### src/sv/tccw_pkg.sv
`timescale 1ns / 1ps

package tccw_pkg;

    // grid geometry
    localparam int COLS   = 80;
    localparam int ROWS   = 25;
    localparam int CELLS  = COLS * ROWS;
    localparam int ADDR_W = $clog2(CELLS);

    // field widths
    localparam int COL_W  = 7;
    localparam int ROW_W  = 5;
    localparam int BYTE_W = 8;

    // character codes
    localparam logic [BYTE_W-1:0] NEWLINE_CODE = 8'd10;
    localparam logic [BYTE_W-1:0] SPACE_CODE   = 8'd32;

    typedef enum logic [1:0] {
        CMD_PUT   = 2'd0,
        CMD_BACK  = 2'd1,
        CMD_CLEAR = 2'd2,
        CMD_READ  = 2'd3
    } t_cmd;

    typedef struct packed {
        t_cmd              cmd;
        logic [BYTE_W-1:0] char_code;
        logic [BYTE_W-1:0] color;
        logic [COL_W-1:0]  read_col;
        logic [ROW_W-1:0]  read_row;
    } t_in_item;

    typedef struct packed {
        logic [COL_W-1:0]  cursor_col;
        logic [ROW_W-1:0]  cursor_row;
        logic [BYTE_W-1:0] cell_char;
        logic [BYTE_W-1:0] cell_color;
    } t_out_item;

    // controller to datapath
    typedef struct packed {
        logic latch_in;
        logic exec;
        logic clr_step;
        logic load_out;
    } t_ctl_cmd;

    // datapath to controller
    typedef struct packed {
        logic is_clear;
        logic clr_last;
    } t_dp_status;

endpackage

### src/sv/tccw_ctrl.sv
`timescale 1ns / 1ps

module tccw_ctrl (
    input  logic                 i_clk,
    input  logic                 i_rst_n,
    input  logic                 i_in_valid,
    output logic                 o_in_stall,
    output logic                 o_out_valid,
    input  logic                 i_out_stall,
    input  tccw_pkg::t_dp_status i_status,
    output tccw_pkg::t_ctl_cmd   o_cmd
);
    import tccw_pkg::*;

    typedef enum logic [1:0] {
        ST_IDLE,
        ST_EXEC,
        ST_CLEAR,
        ST_DONE
    } t_state;

    t_state r_state;
    t_state n_state;
    logic   r_out_valid;
    logic   n_out_valid;
    logic   out_free;

    assign out_free = !r_out_valid || !i_out_stall;

    // next state and command decode
    always_comb begin
        n_state     = r_state;
        n_out_valid = r_out_valid && i_out_stall;
        o_cmd       = '0;
        case (r_state)
            ST_IDLE: begin
                if (i_in_valid) begin
                    o_cmd.latch_in = 1'b1;
                    n_state        = ST_EXEC;
                end
            end
            ST_EXEC: begin
                o_cmd.exec = 1'b1;
                n_state    = i_status.is_clear ? ST_CLEAR : ST_DONE;
            end
            ST_CLEAR: begin
                o_cmd.clr_step = 1'b1;
                if (i_status.clr_last) begin
                    n_state = ST_DONE;
                end
            end
            ST_DONE: begin
                if (out_free) begin
                    o_cmd.load_out = 1'b1;
                    n_out_valid    = 1'b1;
                    n_state        = ST_IDLE;
                end
            end
            default: begin
                n_state = ST_IDLE;
            end
        endcase
    end

    // state and output valid
    always_ff @(posedge i_clk) begin
        if (!i_rst_n) begin
            r_state     <= ST_IDLE;
            r_out_valid <= 1'b0;
        end else begin
            r_state     <= n_state;
            r_out_valid <= n_out_valid;
        end
    end

    assign o_in_stall  = (r_state != ST_IDLE);
    assign o_out_valid = r_out_valid;

endmodule

### config.mk
export PLATFORM = sky130hd
export DESIGN_NAME = tccw_ctrl
export DESIGN_NICKNAME = d
export VERILOG_FILES = /design/src/sv/tccw_pkg.sv /design/src/sv/tccw_ctrl.sv
export SDC_FILE = /design/constraint.sdc
export NUM_CORES = 1
export LEC_CHECK = 0
export BUFFER_PORTS_ARGS = -buffer_cell sky130_fd_sc_hd__buf_2
export CORE_AREA = 2 2 39 41
export CTS_BUF_LIST = sky130_fd_sc_hd__clkbuf_16
export CTS_CLUSTER_SIZE = 28
export DETAILED_ROUTE_END_ITERATION = 7
export DIE_AREA = 0 0 41 43
export PLACE_DENSITY = 0.38
export SLEW_MARGIN = 20
export SYNTH_ARGS = -nofsm -noshare
export SYNTH_HDL_FRONTEND = slang
export SYNTH_SLANG_ARGS = --single-unit
export TNS_END_PERCENT = 50
### constraint.sdc
create_clock -name i_clk -period 2.7 [get_ports i_clk]
set_clock_uncertainty 0.1 [all_clocks]
set_input_delay 0.675 -clock i_clk [delete_from_list [all_inputs] [get_ports i_clk]]
set_output_delay 0.675 -clock i_clk [all_outputs]
set_load 0.05 [all_outputs]
# After elaboration in Yosys (flattened, before gate mapping)
# Cells that the tools add are included.
[op_classes]
n_eq_ne = 6
mux = 13
reduce_logical = 7
[op_table]
columns = ["op", "n"]
rows = [
  ["$mux 1", 9],
  ["$pmux 2 s4", 1],
  ["$mux 2", 3],
  ["$ne 2x2->1 const B", 3],
  ["$eq 2x2->1 const B", 2],
  ["$reduce_and 3->1", 1],
  ["$eq 2x1->1 const B", 1],
  ["$logic_not 1->1", 2],
  ["$logic_not 2->1", 1],
  ["$reduce_bool 2->1", 1],
  ["$logic_and 1x1->1", 1],
  ["$logic_or 1x1->1", 1],
]
[word_totals]
reg_bits = 3
inputBits = 6
wordCells = 28

# Depth between registers and ports, before layout
[depth]
ltp_word = 4
mapped_depth = 5

# Least setup slack after synthesis
# No wires, ideal clock.
[synth_path]
kind = "input -> output"
start = "input port i_out_stall"
end = "output port o_cmd[0] in the netlist's numbering"
arrival_ns = 1.791
t_required_ns = 1.925
path_slack_ns = 0.134
stages = 1
path_buffers = 0
path_cell_list = "a21boi_0"
[synth_between]
elab_chain_cells = 4
[synth_lines]
columns = ["item", "line", "text"]
rows = [
  ["from (decl)", "tccw_ctrl.sv:9", "input logic i_out_stall,"],
  ["$logic_not 1->1", "tccw_ctrl.sv:28", "assign out_free = !r_out_valid || !i_out_stall;"],
  ["$logic_or 1x1->1", "tccw_ctrl.sv:28", ""],
  ["$mux 1", "tccw_ctrl.sv:53", "if (out_free) begin"],
  ["$mux 1", "tccw_ctrl.sv:35", "case (r_state)"],
  ["to (decl)", "tccw_ctrl.sv:11", "output tccw_pkg::t_ctl_cmd o_cmd"],
]
# Every way passes these cells.

==> flow_summary.rst <==
.. list-table::
   :header-rows: 1

   * - Metric
     - Value
   * - Layout cells sized above 1
     - 34.1%
   * - Final cell area excluding filler cells
     - 409 sq um
   * - Number of vias after detailed routing
     - 251
   * - Detailed-route wire length on metal 1
     - 253 um
   * - Sequential cell area
     - 60.1 sq um
   * - Mapped cell area
     - 255 sq um
   * - Post-synthesis async set-or-reset flop share
     - 0%
   * - First-pass GRT wire length
     - 952 um
   * - Initial core utilization
     - 18.4%
   * - Final setup viols
     - 0
   * - Switching power
     - 0.278 mW
   * - Max-cap violations
     - 0
   * - Insertion delay of the later-clocked pin in the worst-skew pair
     - 0.22 ns
   * - Final Util
     - 29.6%
   * - Hold Fails Final Rpt
     - 0
   * - Part of the Yosys area used for sequential elements
     - 23.5%
   * - Primary flip-flop cell chosen by synthesis mapping
     - sky130_fd_sc_hd__dfxtp_1
   * - Hold-fix buffers, CTS
     - 0
   * - Setup slack on the worst flop-to-flop path
     - 1.15 ns
   * - Clock tree root driver cell
     - sky130_fd_sc_hd__clkbuf_16
   * - Final clock period utilization by the worst path
     - 78.4%
   * - Total Routing Usage GR
     - 8.72%
   * - Total Nets Final
     - 56
   * - Area added between synthesis and finish
     - 60.3%
   * - Data required time of the worst path
     - 1.92 ns
   * - Remaining global-route overflow
     - 0
   * - Height of the die
     - 43 um
   * - Die Span X
     - 41 um
   * - TritonCTS clock tree
     - yes
   * - Largest net degree at the start of global routing
     - 6
   * - HP Start
     - r_state[1]
   * - Total number of clock tree sinks
     - 3
   * - Hold-critical path endpoint
     - r_state[1]
   * - Worst setup slack after layout
     - 0.583 ns
   * - Commonest non-fill, non-tap cells in the layout
     - 11 x sky130_fd_sc_hd__buf_2, 5 x sky130_fd_sc_hd__ha_1, 4 x sky130_fd_sc_hd__inv_1
   * - Post-Syn Nets
     - 40
   * - Routed length per placed instance
     - 9.45 um
   * - Number of storage elements in the synthesis netlist
     - 3
   * - Half-perimeter wire length of the detailed placement result
     - 448 um
   * - IO Port Bufs
     - 11
   * - Initial DRC count
     - 0
   * - Antenna violations before repair
     - 0
   * - Finished Layout Cells
     - 60
   * - Cells on Worst Hold Path
     - 2
   * - Count of inserted antenna diode cells
     - 0
   * - Kind of start point of the critical path
     - register
   * - Overall power consumption
     - 0.618 mW
   * - Vias in the first global route
     - 222
   * - Routed Antenna Nets
     - 0
   * - Reg2Reg Launch Point
     - r_state[0]
   * - Ports placed on the boundary
     - 12
   * - Minimum setup slack after placement
     - 0.710 ns
   * - Sequential Power Share
     - 13.3%
   * - Final Routed Wirelength
     - 567 um
   * - Die area
     - 1760 sq um
   * - Routability Congestion
     - 0.641
   * - EDFF count, synth
     - 0
   * - Number of setup buffers added after CTS
     - 0
   * - Data arrival time of the critical path
     - 1.34 ns
   * - Hold_ws
     - 0.437 ns
   * - Final Slew Violations
     - 0
   * - Clock slew at reported path FFs
     - 0.03 ns
   * - Total number of yosys warnings
     - 0
   * - Setup TNS after final layout
     - 0 ns
   * - Max rail drop VDD
     - 0.525 mV
   * - Via-to-Cell Ratio
     - 4.18
   * - Remaining DRCs
     - 0
   * - Multi-input gate area in the final layout
     - 184 sq um
   * - Post-synthesis average cell area
     - 8.80 sq um
   * - Resized Gates After CTS
     - 0
   * - Reg2reg end
     - r_state[0]
   * - Cell row count
     - 14
   * - Met2 WL
     - 242 um
   * - Combinational Power Share
     - 49.2%
   * - CTS Buf Count
     - 3
   * - Hold Crit Class
     - reg2reg
   * - Post-Place Cell Area
     - 330 sq um
   * - Share of power burned in the clock network
     - 37.5%
   * - Slew at the pin closest to its max-slew limit
     - 0.235 ns
   * - Number of unique standard cell types used by synthesis
     - 17
   * - Number of H-tree levels
     - 1
   * - Internal power component
     - 0.340 mW
   * - Power per cell area
     - 1510 nW/um^2
   * - Final critical delay including setup and external delays
     - 2.12 ns
   * - Highest layer used for signal routing
     - met4
   * - Leakage power
     - 0.210 nW
   * - TritonRoute pass-1 iters
     - 1
   * - Number of instances in the synthesized netlist
     - 29
   * - Most common library cell in the layout ignoring fill and taps
     - sky130_fd_sc_hd__buf_2
   * - Run status
     - finished, final reports clean
   * - Cell count after placement
     - 56
   * - Worst slew margin relative to its limit
     - 84.2%
   * - RSZ-0062 raised after global routing
     - no
   * - Net Sw Frac
     - 45.0%
   * - Classification of the worst setup path
     - reg2out
   * - Max Buffers Root-to-Sink
     - 2
   * - Fmax
     - 472 MHz
   * - Cell depth of the worst flop-to-flop path
     - 5
   * - Nature of the critical path endpoint
     - primary output
   * - Fillers
     - 157
   * - Crit-path max FO
     - 5
   * - Area of the core region
     - 1380 sq um
   * - Met3 layer wire length in the routed design
     - 48 um
[sequential cells by signal, indices dropped and copies added, names as in the netlist]
signal       count
o_out_valid      1
r_state          2
[per-layer routing]
metal	vias to the layer above	track usage (%)
li1	133	-
met1	106	10.5
met2	9	10.3
met3	3	4.71
met4	0	8.00
met5	-	0
[cells by family after synthesis]
| group | Yosys count | synth area share, % |
|---|---|---|
| flops | 3 | 23.5 |
| fa+ha+maj | 5 | 24.5 |
| compound gates | 7 | 20.1 |
| simple gates | 11 | 27.5 |
| buf+inv | 3 | 4.41 |
[power groups by stage]
| stage | clock network [mW] | logic [mW] | registers [mW] |
|---|---|---|---|
| floorplan | 0 | 0.245 | 0.0851 |
| global placement | 0 | 0.307 | 0.0825 |
| detailed placement | 0 | 0.308 | 0.0833 |
| CTS | 0.236 | 0.309 | 0.0826 |
| global route | 0.244 | 0.340 | 0.0866 |
| finish | 0.232 | 0.304 | 0.0825 |
[critical path, cell delays in order, from the launching register on]
cell and delay [ns]:
sky130_fd_sc_hd__dfxtp_1 0.39, sky130_fd_sc_hd__inv_1 0.12, sky130_fd_sc_hd__ha_1 0.24, sky130_fd_sc_hd__and2_1 0.16, sky130_fd_sc_hd__buf_2 0.20
[Yosys cell counts (2+ instances only)]
| cell type | number | area [sq um] |
|---|---|---|
| sky130_fd_sc_hd__inv_1 | 3 | 11.3 |
| sky130_fd_sc_hd__o31ai_1 | 2 | 15.0 |
| sky130_fd_sc_hd__dfxtp_1 | 3 | 60.1 |
| sky130_fd_sc_hd__nand3_1 | 2 | 10.0 |
| sky130_fd_sc_hd__nand2b_1 | 2 | 12.5 |
| sky130_fd_sc_hd__ha_1 | 5 | 62.6 |
| sky130_fd_sc_hd__nor2b_1 | 2 | 12.5 |
[worst max path at each step]
stage	depth (start not counted)	slack (ns)	to	startpoint
floorplan	1	0.13	o_cmd[0]	i_out_stall
global placement	3	0.73	o_cmd[0]	i_out_stall
detailed placement	3	0.71	o_cmd[0]	i_out_stall
CTS	4	0.57	o_cmd[3]	r_state[0]
global route	4	0.48	o_cmd[3]	r_state[0]
finish	4	0.58	o_cmd[3]	r_state[0]
[final cells by class]
class / count / area share [%]
inverters: 3 / 2.75
flip-flops and latches: 3 / 14.7
repair buffers: 11 / 13.5
clock inverters: 1 / 0.917
well taps: 16 / 4.89
clock buffers: 3 / 18.3
multi-input cells: 23 / 45.0
Power figures use the tool's default switching activity.
